### src/rtl/kbe_pkg.sv
package kbe_pkg;

	localparam int MAX_WIDTH  = 256;
	localparam int MAX_HEIGHT = 256;
	localparam int XW    = $clog2(MAX_WIDTH);
	localparam int YW    = $clog2(MAX_HEIGHT);
	localparam int AW    = XW + YW;
	localparam int DEPTH = MAX_WIDTH * MAX_HEIGHT;
	localparam int QDEPTH = 2;

	localparam logic [2:0] MODE_WRITE = 3'd0;
	localparam logic [2:0] MODE_READ  = 3'd1;
	localparam logic [2:0] MODE_FILL  = 3'd2;
	localparam logic [2:0] MODE_COPY  = 3'd3;
	localparam logic [2:0] MODE_KCOPY = 3'd4;

	localparam logic [1:0] ST_DONE  = 2'd0;
	localparam logic [1:0] ST_EMPTY = 2'd1;
	localparam logic [1:0] ST_RANGE = 2'd2;

	localparam logic [2:0] REG_DW = 3'd0;
	localparam logic [2:0] REG_DH = 3'd1;
	localparam logic [2:0] REG_SW = 3'd2;
	localparam logic [2:0] REG_SH = 3'd3;
	localparam logic [2:0] REG_PS = 3'd4;
	localparam logic [2:0] REG_KV = 3'd5;
	localparam logic [2:0] REG_KE = 3'd6;

	typedef struct packed {
		logic [2:0]  mode;
		logic        surface_select;
		logic [8:0]  dst_left;
		logic [8:0]  dst_top;
		logic [8:0]  dst_right;
		logic [8:0]  dst_bottom;
		logic [8:0]  src_left;
		logic [8:0]  src_top;
		logic [8:0]  src_right;
		logic [8:0]  src_bottom;
		logic [31:0] pixel_value;
	} in_word_t;

	typedef struct packed {
		logic [31:0] read_data;
		logic [1:0]  status;
		logic [31:0] change_count;
	} out_word_t;

	// Classified command handed from the front part to the back part.
	typedef enum logic [2:0] {
		OP_NONE, OP_WRITE, OP_READ, OP_FILL, OP_COPY
	} op_t;

	typedef struct packed {
		op_t         op;
		logic        sel;
		logic        keyed;
		logic [1:0]  status;
		logic        bump;
		logic [9:0]  dx;
		logic [9:0]  dy;
		logic [9:0]  sx;
		logic [9:0]  sy;
		logic [9:0]  cw;
		logic [9:0]  ch;
		logic [31:0] value;
	} cmd_t;

	typedef enum logic [2:0] {
		BK_IDLE, BK_CLEAR, BK_RUN, BK_DRAIN, BK_RESULT
	} bk_state_t;

	function automatic logic [9:0] sat_dim(input logic [8:0] v, input int unsigned mx);
		logic [9:0] m;
		m = 10'(mx);
		sat_dim = ({1'b0, v} > m) ? m : {1'b0, v};
	endfunction

	function automatic logic [31:0] pix_mask(input logic [1:0] ps);
		case (ps)
			2'd0:    pix_mask = 32'h0000_00ff;
			2'd1:    pix_mask = 32'h0000_ffff;
			default: pix_mask = 32'hffff_ffff;
		endcase
	endfunction

endpackage

### src/rtl/kbe_front.sv
module kbe_front (
	input  logic              clk,
	input  logic              arst_n,
	input  logic              start,
	output logic              busy,
	input  kbe_pkg::in_word_t in_word,
	input  logic [9:0]        dw,
	input  logic [9:0]        dh,
	input  logic [9:0]        sw,
	input  logic [9:0]        sh,
	input  logic              key_valid,
	input  logic [31:0]       mask,
	output logic              cmd_valid,
	output kbe_pkg::cmd_t     cmd,
	input  logic              cmd_pop
);

	kbe_pkg::cmd_t q_q [kbe_pkg::QDEPTH];
	logic [1:0] count_q;
	logic       wp_q, rp_q;
	kbe_pkg::cmd_t c;
	logic signed [10:0] cw0, ch0, cw1, ch1, cw2, ch2, cw3, ch3, cw4, ch4;
	logic signed [10:0] dl, dt, sl, st;
	logic [9:0] fr, fb;
	logic push;

	assign dl = 11'($unsigned(in_word.dst_left));
	assign dt = 11'($unsigned(in_word.dst_top));
	assign sl = 11'($unsigned(in_word.src_left));
	assign st = 11'($unsigned(in_word.src_top));

	// Copy size: smaller rectangle, then clipped to both surfaces; fill edges clipped to the destination.
	always_comb begin
		cw0 = 11'($unsigned(in_word.src_right)) - sl;
		cw1 = 11'($unsigned(in_word.dst_right)) - dl;
		ch0 = 11'($unsigned(in_word.src_bottom)) - st;
		ch1 = 11'($unsigned(in_word.dst_bottom)) - dt;
		cw2 = (cw0 < cw1) ? cw0 : cw1;
		ch2 = (ch0 < ch1) ? ch0 : ch1;
		cw3 = (dl + cw2 > $signed({1'b0, dw})) ? $signed({1'b0, dw}) - dl : cw2;
		ch3 = (dt + ch2 > $signed({1'b0, dh})) ? $signed({1'b0, dh}) - dt : ch2;
		cw4 = (sl + cw3 > $signed({1'b0, sw})) ? $signed({1'b0, sw}) - sl : cw3;
		ch4 = (st + ch3 > $signed({1'b0, sh})) ? $signed({1'b0, sh}) - st : ch3;
		fr = ({1'b0, in_word.dst_right} < dw) ? {1'b0, in_word.dst_right} : dw;
		fb = ({1'b0, in_word.dst_bottom} < dh) ? {1'b0, in_word.dst_bottom} : dh;
	end

	// Classify the word into a command for the back part.
	always_comb begin
		c = '0;
		c.op     = kbe_pkg::OP_NONE;
		c.sel    = in_word.surface_select;
		c.dx     = {1'b0, in_word.dst_left};
		c.dy     = {1'b0, in_word.dst_top};
		c.sx     = {1'b0, in_word.src_left};
		c.sy     = {1'b0, in_word.src_top};
		c.value  = in_word.pixel_value & mask;
		c.status = kbe_pkg::ST_DONE;
		case (in_word.mode)
			kbe_pkg::MODE_WRITE, kbe_pkg::MODE_READ: begin
				if ({1'b0, in_word.dst_left} >= (in_word.surface_select ? sw : dw) ||
				    {1'b0, in_word.dst_top} >= (in_word.surface_select ? sh : dh)) begin
					c.status = kbe_pkg::ST_RANGE;
				end else begin
					c.op   = (in_word.mode == kbe_pkg::MODE_WRITE) ?
					         kbe_pkg::OP_WRITE : kbe_pkg::OP_READ;
					c.bump = (in_word.mode == kbe_pkg::MODE_WRITE);
				end
			end
			kbe_pkg::MODE_FILL: begin
				c.bump = 1'b1;
				if (fr > {1'b0, in_word.dst_left} && fb > {1'b0, in_word.dst_top}) begin
					c.op = kbe_pkg::OP_FILL;
					c.cw = fr - {1'b0, in_word.dst_left};
					c.ch = fb - {1'b0, in_word.dst_top};
				end
			end
			kbe_pkg::MODE_COPY, kbe_pkg::MODE_KCOPY: begin
				if (cw4 <= 0 || ch4 <= 0) begin
					c.status = kbe_pkg::ST_EMPTY;
				end else begin
					c.op    = kbe_pkg::OP_COPY;
					c.bump  = 1'b1;
					c.keyed = (in_word.mode == kbe_pkg::MODE_KCOPY) && key_valid;
					c.cw    = cw4[9:0];
					c.ch    = ch4[9:0];
				end
			end
			default: ;
		endcase
	end

	assign busy = (count_q == 2'(kbe_pkg::QDEPTH));
	assign push = start && !busy;
	assign cmd_valid = (count_q != 2'd0);
	assign cmd = q_q[rp_q];

	// Queue storage.
	always_ff @(posedge clk) begin
		if (push) begin
			q_q[wp_q] <= c;
		end
	end

	// Queue pointers and fill count.
	always_ff @(posedge clk or negedge arst_n) begin
		if (!arst_n) begin
			count_q <= '0;
			wp_q    <= 1'b0;
			rp_q    <= 1'b0;
		end else begin
			if (push) begin
				wp_q <= ~wp_q;
			end
			if (cmd_pop) begin
				rp_q <= ~rp_q;
			end
			count_q <= count_q + 2'(push) - 2'(cmd_pop);
		end
	end

	a_no_overflow: assert property (@(posedge clk) disable iff (!arst_n)
		count_q <= 2'(kbe_pkg::QDEPTH)) else $error("queue overflow");
	a_pop_valid: assert property (@(posedge clk) disable iff (!arst_n)
		cmd_pop |-> cmd_valid) else $error("pop from empty queue");
	a_full_busy: assert property (@(posedge clk) disable iff (!arst_n)
		(count_q == 2'(kbe_pkg::QDEPTH)) |-> busy) else $error("full but not busy");

endmodule

### config.mk
export PLATFORM = sky130hd
export DESIGN_NAME = kbe_front
export DESIGN_NICKNAME = d
export VERILOG_FILES = /design/src/rtl/kbe_pkg.sv /design/src/rtl/kbe_front.sv
export SDC_FILE = /design/constraint.sdc
export NUM_CORES = 1
export LEC_CHECK = 0
export BUFFER_PORTS_ARGS = -buffer_cell sky130_fd_sc_hd__buf_2
export CORE_MARGIN = 2
export CORE_UTILIZATION = 25
export CTS_CLUSTER_SIZE = 40
export DETAILED_ROUTE_END_ITERATION = 6
export SYNTH_ARGS = -nofsm -noshare
export SYNTH_HDL_FRONTEND = slang
export SYNTH_SLANG_ARGS = --single-unit
### constraint.sdc
create_clock -name clk -period 9.3 [get_ports clk]
set_input_delay 0.465 -clock clk [delete_from_list [all_inputs] [get_ports clk]]
set_output_delay 0.465 -clock clk [all_outputs]
set_load 0.005 [all_outputs]
* After elaboration in Yosys (flattened, before gate mapping)
Memory sizes are Yosys's and may differ from the RTL's.
Index checks and enable logic that the tools add are counted.
** Storage, ports and cells
- RAM bits :: 192
- Register bits after elaboration :: 4
- Input port bits :: 185
- Memories :: 1
- Logic and storage cells :: 80
- Output and inout port bits :: 102
** Memory list
- q_q :: depth 2, width 96, rd ports 1, clocked after memory_dff 0, write ports 1, RTL line kbe_front.sv:18 : kbe_pkg::cmd_t q_q [kbe_pkg::QDEPTH];
** Cells by class
- $add $sub $neg :: 16
- Order comparisons :: 14
- Equality and inequality tests :: 5
- Reductions and logical operators :: 10
- Bitwise logic cells :: 3
- Multiplexer cells :: 28
** Operators by type and width (number)
- two-way mux 11 bit :: 6
- adder 10 x 11 -> 11 bit :: 4
- > comparator 11 bit :: 4
- subtractor 10 x 9 -> 11 bit :: 4
- two-way mux 10 bit :: 4
- two-way mux 20 bit :: 2
- case mux 20 bit (2 select lines) :: 1
- subtractor 9 x 9 -> 10 bit :: 4
- AND 32 bit :: 1
- less-or-equal comparator 11 x 1 -> 1 bit, second input constant :: 2
- >= comparator 9 x 10 -> 1 bit :: 2
- > comparator 10 x 9 -> 1 bit :: 2
- < comparator 10 bit :: 2
- < comparator 9 x 10 -> 1 bit :: 2
- subtractor 10 x 9 -> 10 bit :: 2
- case mux 3 bit (3 select lines) :: 1
- two-way mux 2 bit :: 4
- two-way mux 1 bit :: 7
- equality test 3 x 2 -> 1 bit, second input constant :: 2
- case mux 2 bit (2 select lines) :: 1
- OR reduction 2 bit :: 2
- equality test 3 x 1 -> 1 bit, second input constant :: 1
- equality test 3 bit, second input constant :: 1
- logical AND 1 bit :: 3
- other kinds (10) :: 12

* Depth between registers and ports, before layout
Gate-level depths: netlist (run 1).
- Word-level depth :: 13
- Gate-level depth with buffers :: 63
- Gate-level depth less buffers :: 58

* Worst setup path after synthesis (run 1)
No wires, ideal clock.
- Path kind :: input to register
- Start point :: in in_word[68] (netlist name)
- End point :: mem q_q[0][41] (netlist name), data pin
- Path buffers :: 4
- Data required time :: 9041 ps
- Data arrival time :: 10758 ps
- Library setup time :: 259 ps
- Path slack :: -1717 ps
- Cell stages on the path :: 61
- Cells stage by stage :: inv_1 > ha_1 > inv_1 > fa_1 > a21o_1 > a21oi_1 > o21bai_1 > a2111oi_0 > or3_1 > xnor2_1 > inv_1 > ha_1 > nand2_1 > a2111oi_2 > a311o_2 > o31a_1 > buf_4 > buf_2 > [25 not listed] > a21o_1 > a21oi_1 > nor2b_1 > o21ai_0 > nand2b_1 > a21oi_1 > o21bai_1 > a21oi_1 > xnor2_1 > ha_1 > nand4_1 > o21bai_1 > a21oi_1 > o31a_1 > mux2i_1 > nor3_4 > o211a_1 > a31o_1
** RTL lines
- start: declaration :: RTL line kbe_front.sv:6 : input kbe_pkg::in_word_t in_word,
- end: declaration :: RTL line kbe_front.sv:18

==> results of run 1 <==
repair_timing:
item	CTS	global route
setup endpoints to repair	48	48
hold buffers	1	0
gates resized for setup	66	70
setup buffers	27	11
hold endpoints to repair	4	0
pin swaps	53	46
gates cloned	2	1
worst max-delay path: cells and delay by family:
| kind | cells | cell delay (ps) |
|---|---|---|
| AO/OA/AOI/OAI | 23 | 4170 |
| buffers and inverters | 5 | 520 |
| adder cells (fa/ha/maj) | 7 | 1930 |
| AND/OR/NAND/NOR | 15 | 1820 |
| XOR/XNOR | 3 | 470 |
| multiplexers | 3 | 970 |
kinds of logic after synthesis:
kind of cell             Yosys count
multiplexers                     173
AO/OA/AOI/OAI                    360
AND/OR/NAND/NOR                  352
flip-flops                       196
adder cells (fa/ha/maj)          236
other                              1
XOR/XNOR                          92
buffers and inverters            175
routing by layer:
layer / global-route usage, % / up-vias / wire length [um]
li1: - / 7109 / -
met1: 21.2 / 7024 / 26000
met2: 27.8 / 400 / 27200
met3: 3.67 / 120 / 3340
met4: 6.39 / 24 / 1870
met5: 0 / - / 146
Yosys cell counts, types with 19 or more instances:
cell / number
and2_1: 35
nor2_1: 90
nor2b_1: 37
xnor2_1: 58
mux2_2: 127
nor3_1: 21
nand2b_1: 27
o22ai_1: 19
o21a_1: 23
xor2_1: 34
mux2i_1: 43
o21ai_0: 61
nand2_1: 60
a21oi_1: 91
ha_1: 222
edfxtp_1: 192
a21o_1: 62
inv_1: 146
stage by stage:
stage                     hold slack [ps]  cell area [um2]  instances  setup TNS [ps]
after floorplan                       169            16800       1588          -51490
after global placement                283            21600       3026          -69800
after detailed placement              287            21600       3026          -81550
after CTS                             114            22700       3088          -34900
after global routing                  139            23100       3101          -61020
final                                 176            23100       3103          -36440
how the worst max path moves through the flow:
stage                             to  cells after the start
after detailed placement  q_q[1][34]                     57
after floorplan           q_q[0][34]                     61
final                     q_q[1][41]                     56
after global routing      q_q[0][41]                     56
after global placement    q_q[0][47]                     57
after CTS                 q_q[0][41]                     59
final cells by class:
class | count | area [um2]
fillers | 6624 | 42700
clock inverters | 13 | 138
repair buffers | 642 | 4180
inverters | 146 | 567
flip-flops and latches | 196 | 5870
multi-input cells | 1219 | 10800
well taps | 864 | 1080
clock buffers | 19 | 433
diodes | 4 | 10.0
power by group through the flow:
| stage | combinational, mW | sequential, mW | clock [mW] |
|---|---|---|---|
| after floorplan | 2.90 | 1.32 | 0 |
| after CTS | 5.26 | 1.34 | 0.786 |
| after global routing | 6.03 | 1.36 | 0.810 |
| after detailed placement | 4.90 | 1.36 | 0 |
| after global placement | 4.81 | 1.35 | 0 |
| final | 5.53 | 1.33 | 0.751 |
state kept, by name, summed over array words and instances (netlist names):
signal	cells
q_q	192
count_q	2
rp_q	1
wp_q	1
cells in the final DEF (no fill, tap or decap), types with 27 or more instances in the layout:
cell	instances
buf_4	351
buf_2	280
ha_1	213
edfxtp_1	192
inv_1	139
mux2_2	125
nor2_1	86
a21oi_1	72
a21o_1	62
nand2_1	57
xnor2_1	52
o21ai_0	48
mux2i_1	38
nor2b_1	35
and2_1	35
xor2_1	32
nand2b_1	27
==> metrics.md, run 1 <==
| Metric | Value |
|---|---|
| Outcome | complete, but fails checks |
| Failing checks | negative setup slack |
| Post-synth EDFFs | 192 |
| Reported max-cap violation count | 0 |
| Wire length of the first global-routing pass | approximately 85 mm |
| Overall Power | about 7.6 mW |
| Starting density of the core | between 20% and 30% |
| Total I/O pin count | approximately 290 |
| Total standard cell area after synthesis | 16600 um2 |
| Beginning of the worst hold path | cmd_pop |
| Cell with the largest stage delay on the worst path | a311o_2 |
| Final-report setup violation count | 48 |
| Vias per Instance | 4.73 |
| Post-synthesis xor/xnor area fraction | 4.84% |
| Die X-Extent | 262 um |
| Share of synthesized cell area in full adder, half adder and majority cells | a little under a fifth |
| Reg2reg start | count_q[1] |
| Antenna violations before repair | 16 |
| Global-route usage over all layers | ~17% |
| Via count | 14.7k |
| Remaining routing DRC violations | 0 |
| Total power divided by cell area | 330 nW/um2 |
| Clock skew after layout | roughly 10 ps |
| Critical path start-end classification | in -> reg |
| Top cell type's share of synthesized area | 34.7% |
| Number of buffer cells added on primary ports | 282 |
| Library cell used as clock root buffer | clkbuf_16 |
| Number of sinks handled by clock tree synthesis | between 150 and 200 |
| Maximum fanout encountered on the critical timing path | 10 |
| Standard-cell rows | 94 |
| Ys Warns | 0 |
| Synthesis-stage register bit count | 196 |
| Clock network fraction of design power | 9.9% |
| Area growth from synthesis to final layout | 38.9% |
| Post-synthesis compound-gate area fraction | between 10% and 20% |
| Worst Hold Class | in -> reg |
| Setup repair after global routing missed its margin | true |
| Share of cell area taken by muxes after synthesis | between 10% and 20% |
| Inserted Clock Buffers | 17 |
| Number of pins exceeding their max-slew limit in the final report | 0 |
| Combinational group share of total power | 72.6% |
| Worst Max-Slew Pin Slew | roughly 1100 ps |
| Switching power | 3.28 mW |
| Placement Setup Slack | -1750 ps |
| Floorplan Core Area | around 66000 um2 |
| Depth of the worst hold-timing path | 2 |
| Final Hold Violating Endpoints | 0 |
| Endpoint of the worst hold path | rp_q |
| Ratio of cells with drive above 1 in the final layout | ~42% |
| Routed wire length | roughly 60 mm |
| Main combinational cell family by area after synthesis | adder cells |
| Cell depth of the worst flop-to-flop path | 4 |
| Net switching share of the total power | a little over two fifths |
| Residual antenna-violating net count after detailed routing | 0 |
| H-tree levels | 4 |
| Post-layout minimum cycle time | 10120 ps |
| Highest clock rate | approximately 99 MHz |
| Via count of the first global-routing pass | about 15k |
| Pin count of the biggest net entering global routing | a little under 70 |
| Worst slew margin relative to its limit | between 20 and 30% |
| Cell type with the highest aggregate area in the netlist | edfxtp_1 |
| Clock edge transition at the registers on the reported setup and hold paths | about 80 ps |
| Most used cell along the critical path | a21oi_2 |
| Number of distinct library cells after synthesis | 88 |
| Share of power burned in registers | ~18% |
| Required time of the critical path | 9530 ps |
| Most instantiated flip-flop cell in the synthesis netlist | edfxtp_1 |
| CTS tree | done |
| Fin crit share | 109% |
| Die Footprint | around 69000 um2 |
| Ys async rst share | 2.04% |
| Simple logic cell fraction of the synthesized area | ~11% |
| Total internal power | ~4.3 mW |
| Height of the chip | approximately 260 um |
| Util after Layout | a little over a third |
| Smallest setup slack after layout | -818 ps |
| Maximum vdd drop | a little over 0.0002 V |
| Worst setup path start | in_word[32] |
| Sort of element at the end of the critical path | register |
| Kind of launch point of the worst setup path | primary input |
| Reg2Reg Setup Slack | ~6400 ps |
| Largest stage delay, worst path | 380 ps |
| Post-synthesis sequential area ratio | about a third |
| Post-layout net count | 2643 |
| Congestion Overflow GR | 0 |
| Mean area per synthesized cell | 10.5 um2 |
| Final HPWL DP | between 40 and 50 mm |
| Clk buf depth | 2 |
| Initial DRT Pass Iterations | 5 |
| Final weighted congestion of routability-driven global placement | 0.946 |
| Leakage dissipation | around 11 nW |
| Main area contributors after synthesis | edfxtp_1 (35%), ha_1 (17%), mux2_2 (8.6%) |
| Wire per inst | roughly 19 um |
| Number of DRC violations after detailed-routing iteration 0 | 966 |
| Arrival time of the worst setup path | just over 10000 ps |
| Cells after synthesis | approximately 1.6k |
| End of the worst register-to-register path | q_q[0][56] |
| Worst-Skew Late Latency | a little under 500 ps |
Note: power is estimated with default switching activity, not from simulation.
==> run 2, diff against run 1 <==
--- a/config.mk
+++ b/config.mk
@@ -6,10 +6,14 @@
 export NUM_CORES = 1
 export LEC_CHECK = 0
 export BUFFER_PORTS_ARGS = -buffer_cell sky130_fd_sc_hd__buf_2
+export CELL_PAD_IN_SITES_DETAIL_PLACEMENT = 1
+export CELL_PAD_IN_SITES_GLOBAL_PLACEMENT = 2
 export CORE_MARGIN = 2
 export CORE_UTILIZATION = 25
 export CTS_CLUSTER_SIZE = 40
 export DETAILED_ROUTE_END_ITERATION = 6
+export PLACE_DENSITY_LB_ADDON = 0.1
+export RECOVER_POWER = 25
 export SYNTH_ARGS = -nofsm -noshare
 export SYNTH_HDL_FRONTEND = slang
 export SYNTH_SLANG_ARGS = --single-unit
==> constraint.sdc (replaced) <==
create_clock -name clk -period 11.6 [get_ports clk]
set_input_delay 0.58 -clock clk [delete_from_list [all_inputs] [get_ports clk]]
set_output_delay 0.58 -clock clk [all_outputs]
set_load 0.005 [all_outputs]
==> run 2 against run 1 <==
The flow now finishes without violations. Sequential share of layout area increased by 2.7 points. Critical path depth increased by 2. Sequential power fell by 20%. Wire length up 7.1%. Final area is 9.8% lower. Global-route usage is 1.5 points higher. Non-clock buffer count is 223 lower. Flip-flop and latch count unchanged. Die area unchanged. Cell count down 7.3%. Register-to-register slack improved by 2300 ps. Critical path type unchanged.
==> metrics.md, run 2 (synthesized netlist as in run 1, its figures left out) <==
| Metric | Value |
|---|---|
| Outcome | finished, final reports clean |
| Height of the chip | 262 um (unchanged) |
| Cell depth of the worst flop-to-flop path | 5 (+1) |
| Maximum vdd drop | 0.000142 V (-31%) |
| Final HPWL DP | 52.1 mm (+10%) |
| Max FFs per register | 192 (unchanged) |
| Worst Max-Slew Pin Slew | 1050 ps (-33.4 ps) |
| Wire length of the first global-routing pass | 91.4 mm (+7.0%) |
| Post-layout net count | 2419 (-8.5%) |
| Post-layout minimum cycle time | about 11000 ps |
| Remaining routing DRC violations | 0 (unchanged) |
| Via count | 13.5k (-7.9%) |
| Global-route usage over all layers | 18.2% (+1.5 points) |
| Largest stage delay, worst path | 410 ps (+30 ps) |
| Fin crit share | 93.8% |
| Cell area reported after detailed placement | 20000 um2 (-7.0%) |
| Total I/O pin count | 287 (unchanged) |
| Standard-cell rows | 94 (unchanged) |
| Crit path buf inv count | 8 (+3) |
| Largest registers | q_q (192), count_q (2) |
| Initial DRT Pass Iterations | 4 (-1) |
| Critical path's top delay family | compound AO/OA/AOI/OAI gates |
| Reported max-cap violation count | 0 (unchanged) |
| Library cell used as clock root buffer | clkbuf_16 |
| Leakage dissipation | 9.26 nW (-12%) |
| Starting density of the core | 25.3% (unchanged) |
| Total power divided by cell area | 271 nW/um2 (-18%) |
| Final design instance area without fill | 20900 um2 (-9.8%) |
| Inserted Clock Buffers | 17 (unchanged) |
| Setup repair after global routing missed its margin | false |
| Most used cell along the critical path | a21o_1 |
| Util after Layout | 31.7% (-3.4 points) |
| Cell depth of the worst setup path | 58 (+3.6%) |
| Arrival time of the worst setup path | 11090 ps (+740 ps) |
| Number of pins exceeding their max-slew limit in the final report | 0 (unchanged) |
| Number of sinks handled by clock tree synthesis | 196 (unchanged) |
| Area growth from synthesis to final layout | 25.4% |
| Die X-Extent | 262 um (unchanged) |
| Number of DRC violations after detailed-routing iteration 0 | 545 (-44%) |
| Die Footprint | 68600 um2 (unchanged) |
| Number of antenna diodes | 0 (-4) |
| Register with the most flip-flops | q_q |
| Final weighted congestion of routability-driven global placement | 0.824 (-13%) |
| Commonest non-fill, non-tap cell in the layout | buf_2 |
| Sort of element at the end of the critical path | register |
| Via count of the first global-routing pass | 14.6k (-2.4%) |
| Pin count of the biggest net entering global routing | 63 (-8.7%) |
| Highest clock rate | between 90 and 100 MHz |
| Residual antenna-violating net count after detailed routing | 0 (unchanged) |
| Worst setup path start | in_word[87] |
| Reg2reg start | count_q[1] |
| Wire per inst | 21.8 um (+16%) |
| Worst Hold Class | in -> reg |
| Kind of launch point of the worst setup path | primary input |
| Antenna violations before repair | 2 (-14) |
| Congestion Overflow GR | 0 (unchanged) |
| Ratio of cells with drive above 1 in the final layout | 30.4% (-12 points) |
| Vias per Instance | 4.70 (-0.63%) |
| H-tree levels | 4 (unchanged) |
| Worst slew margin relative to its limit | 30.1% (+2.0 points) |
| Required time of the critical path | 11800 ps (+2270 ps) |
| End of the worst register-to-register path | q_q[0][21] |
| Final-report setup violation count | 0 (-100%) |
| Worst-Skew Late Latency | 500 ps (about the same) |
| Critical path start-end classification | in -> reg |
| Clock skew after layout | 25.7 ps (+15.3 ps) |
| Cell with the largest stage delay on the worst path | or3_1 |
| Final Hold Slack | 291 ps (+115 ps) |
| Leading cell types in the layout, fill and taps excluded | buf_2 (251), ha_1 (222), edfxtp_1 (192) |
| Number of buffer cells added on primary ports | 282 (unchanged) |
| Routed wire length | 62.7 mm (+7.1%) |
| Floorplan Core Area | 65900 um2 (unchanged) |
| Final Hold Violating Endpoints | 0 (unchanged) |
| Clk buf depth | 2 (unchanged) |
| Destination of the critical timing path | q_q[1][49] |
| CTS tree | done |
| Clock edge transition at the registers on the reported setup and hold paths | 90 ps (about the same) |
| Maximum fanout encountered on the critical timing path | 10 (unchanged) |
| Reg2Reg Setup Slack | 8710 ps (+2330 ps) |
-- run 2: metrics by stage --
stage                     instances  setup slack [ps]  TNS (ps)  power [mW]
final                          2875               716         0        5.66
after global routing           2875              18.9         0        6.16
after CTS                      2871               137         0        5.66
after detailed placement       2838              -338    -14210        4.98
after global placement         2838             -25.2      -349        4.93
after floorplan                1588               468         0        3.32
-- run 2: area by class of cell --
cell class / count / area, um2
repair buffers: 419 / 2390
clock buffers: 17 / 425
well taps: 864 / 1080
flip-flops and latches: 196 / 5870
fillers: 7550 / 45000
inverters: 146 / 548
clock inverters: 15 / 193
multi-input cells: 1218 / 10400
-- run 2: how the worst min path moves through the flow --
stage | from | to | slack, ps | cells after the start
CTS | cmd_pop | rp_q | 250 | 2
floorplan | arst_n | count_q[0] | 280 | 0
detailed placement | arst_n | wp_q | 390 | 1
global route | cmd_pop | rp_q | 270 | 2
global placement | arst_n | wp_q | 390 | 1
finish | cmd_pop | rp_q | 290 | 2
-- run 2: worst register-to-register path, delay by kind of cell (launching register included) --
family	cells	cell delay (ps)
buffers and inverters	2	1340
flip-flops	1	410
AND/OR/NAND/NOR	3	720
-- run 2: power breakdown --
group / total (mW) / internal (mW) / switching [mW]
Clock: 0.638 / 0.296 / 0.342
Sequential: 1.07 / 1.00 / 0.0731
Combinational: 3.95 / 1.82 / 2.13
-- run 2: repair_timing --
action	CTS	global route
setup endpoints to repair	0	48
resized for setup	0	54
hold endpoints to repair	4	0
setup buffers	0	3
hold buffers	1	0
-- run 2: layer usage --
metal,track usage [%],up-vias,routed length (um)
li1,-,6660,-
met1,23.8,6637,29100
met2,32.1,183,30900
met3,2.39,33,2070
met4,3.56,0,699
met5,0,-,0
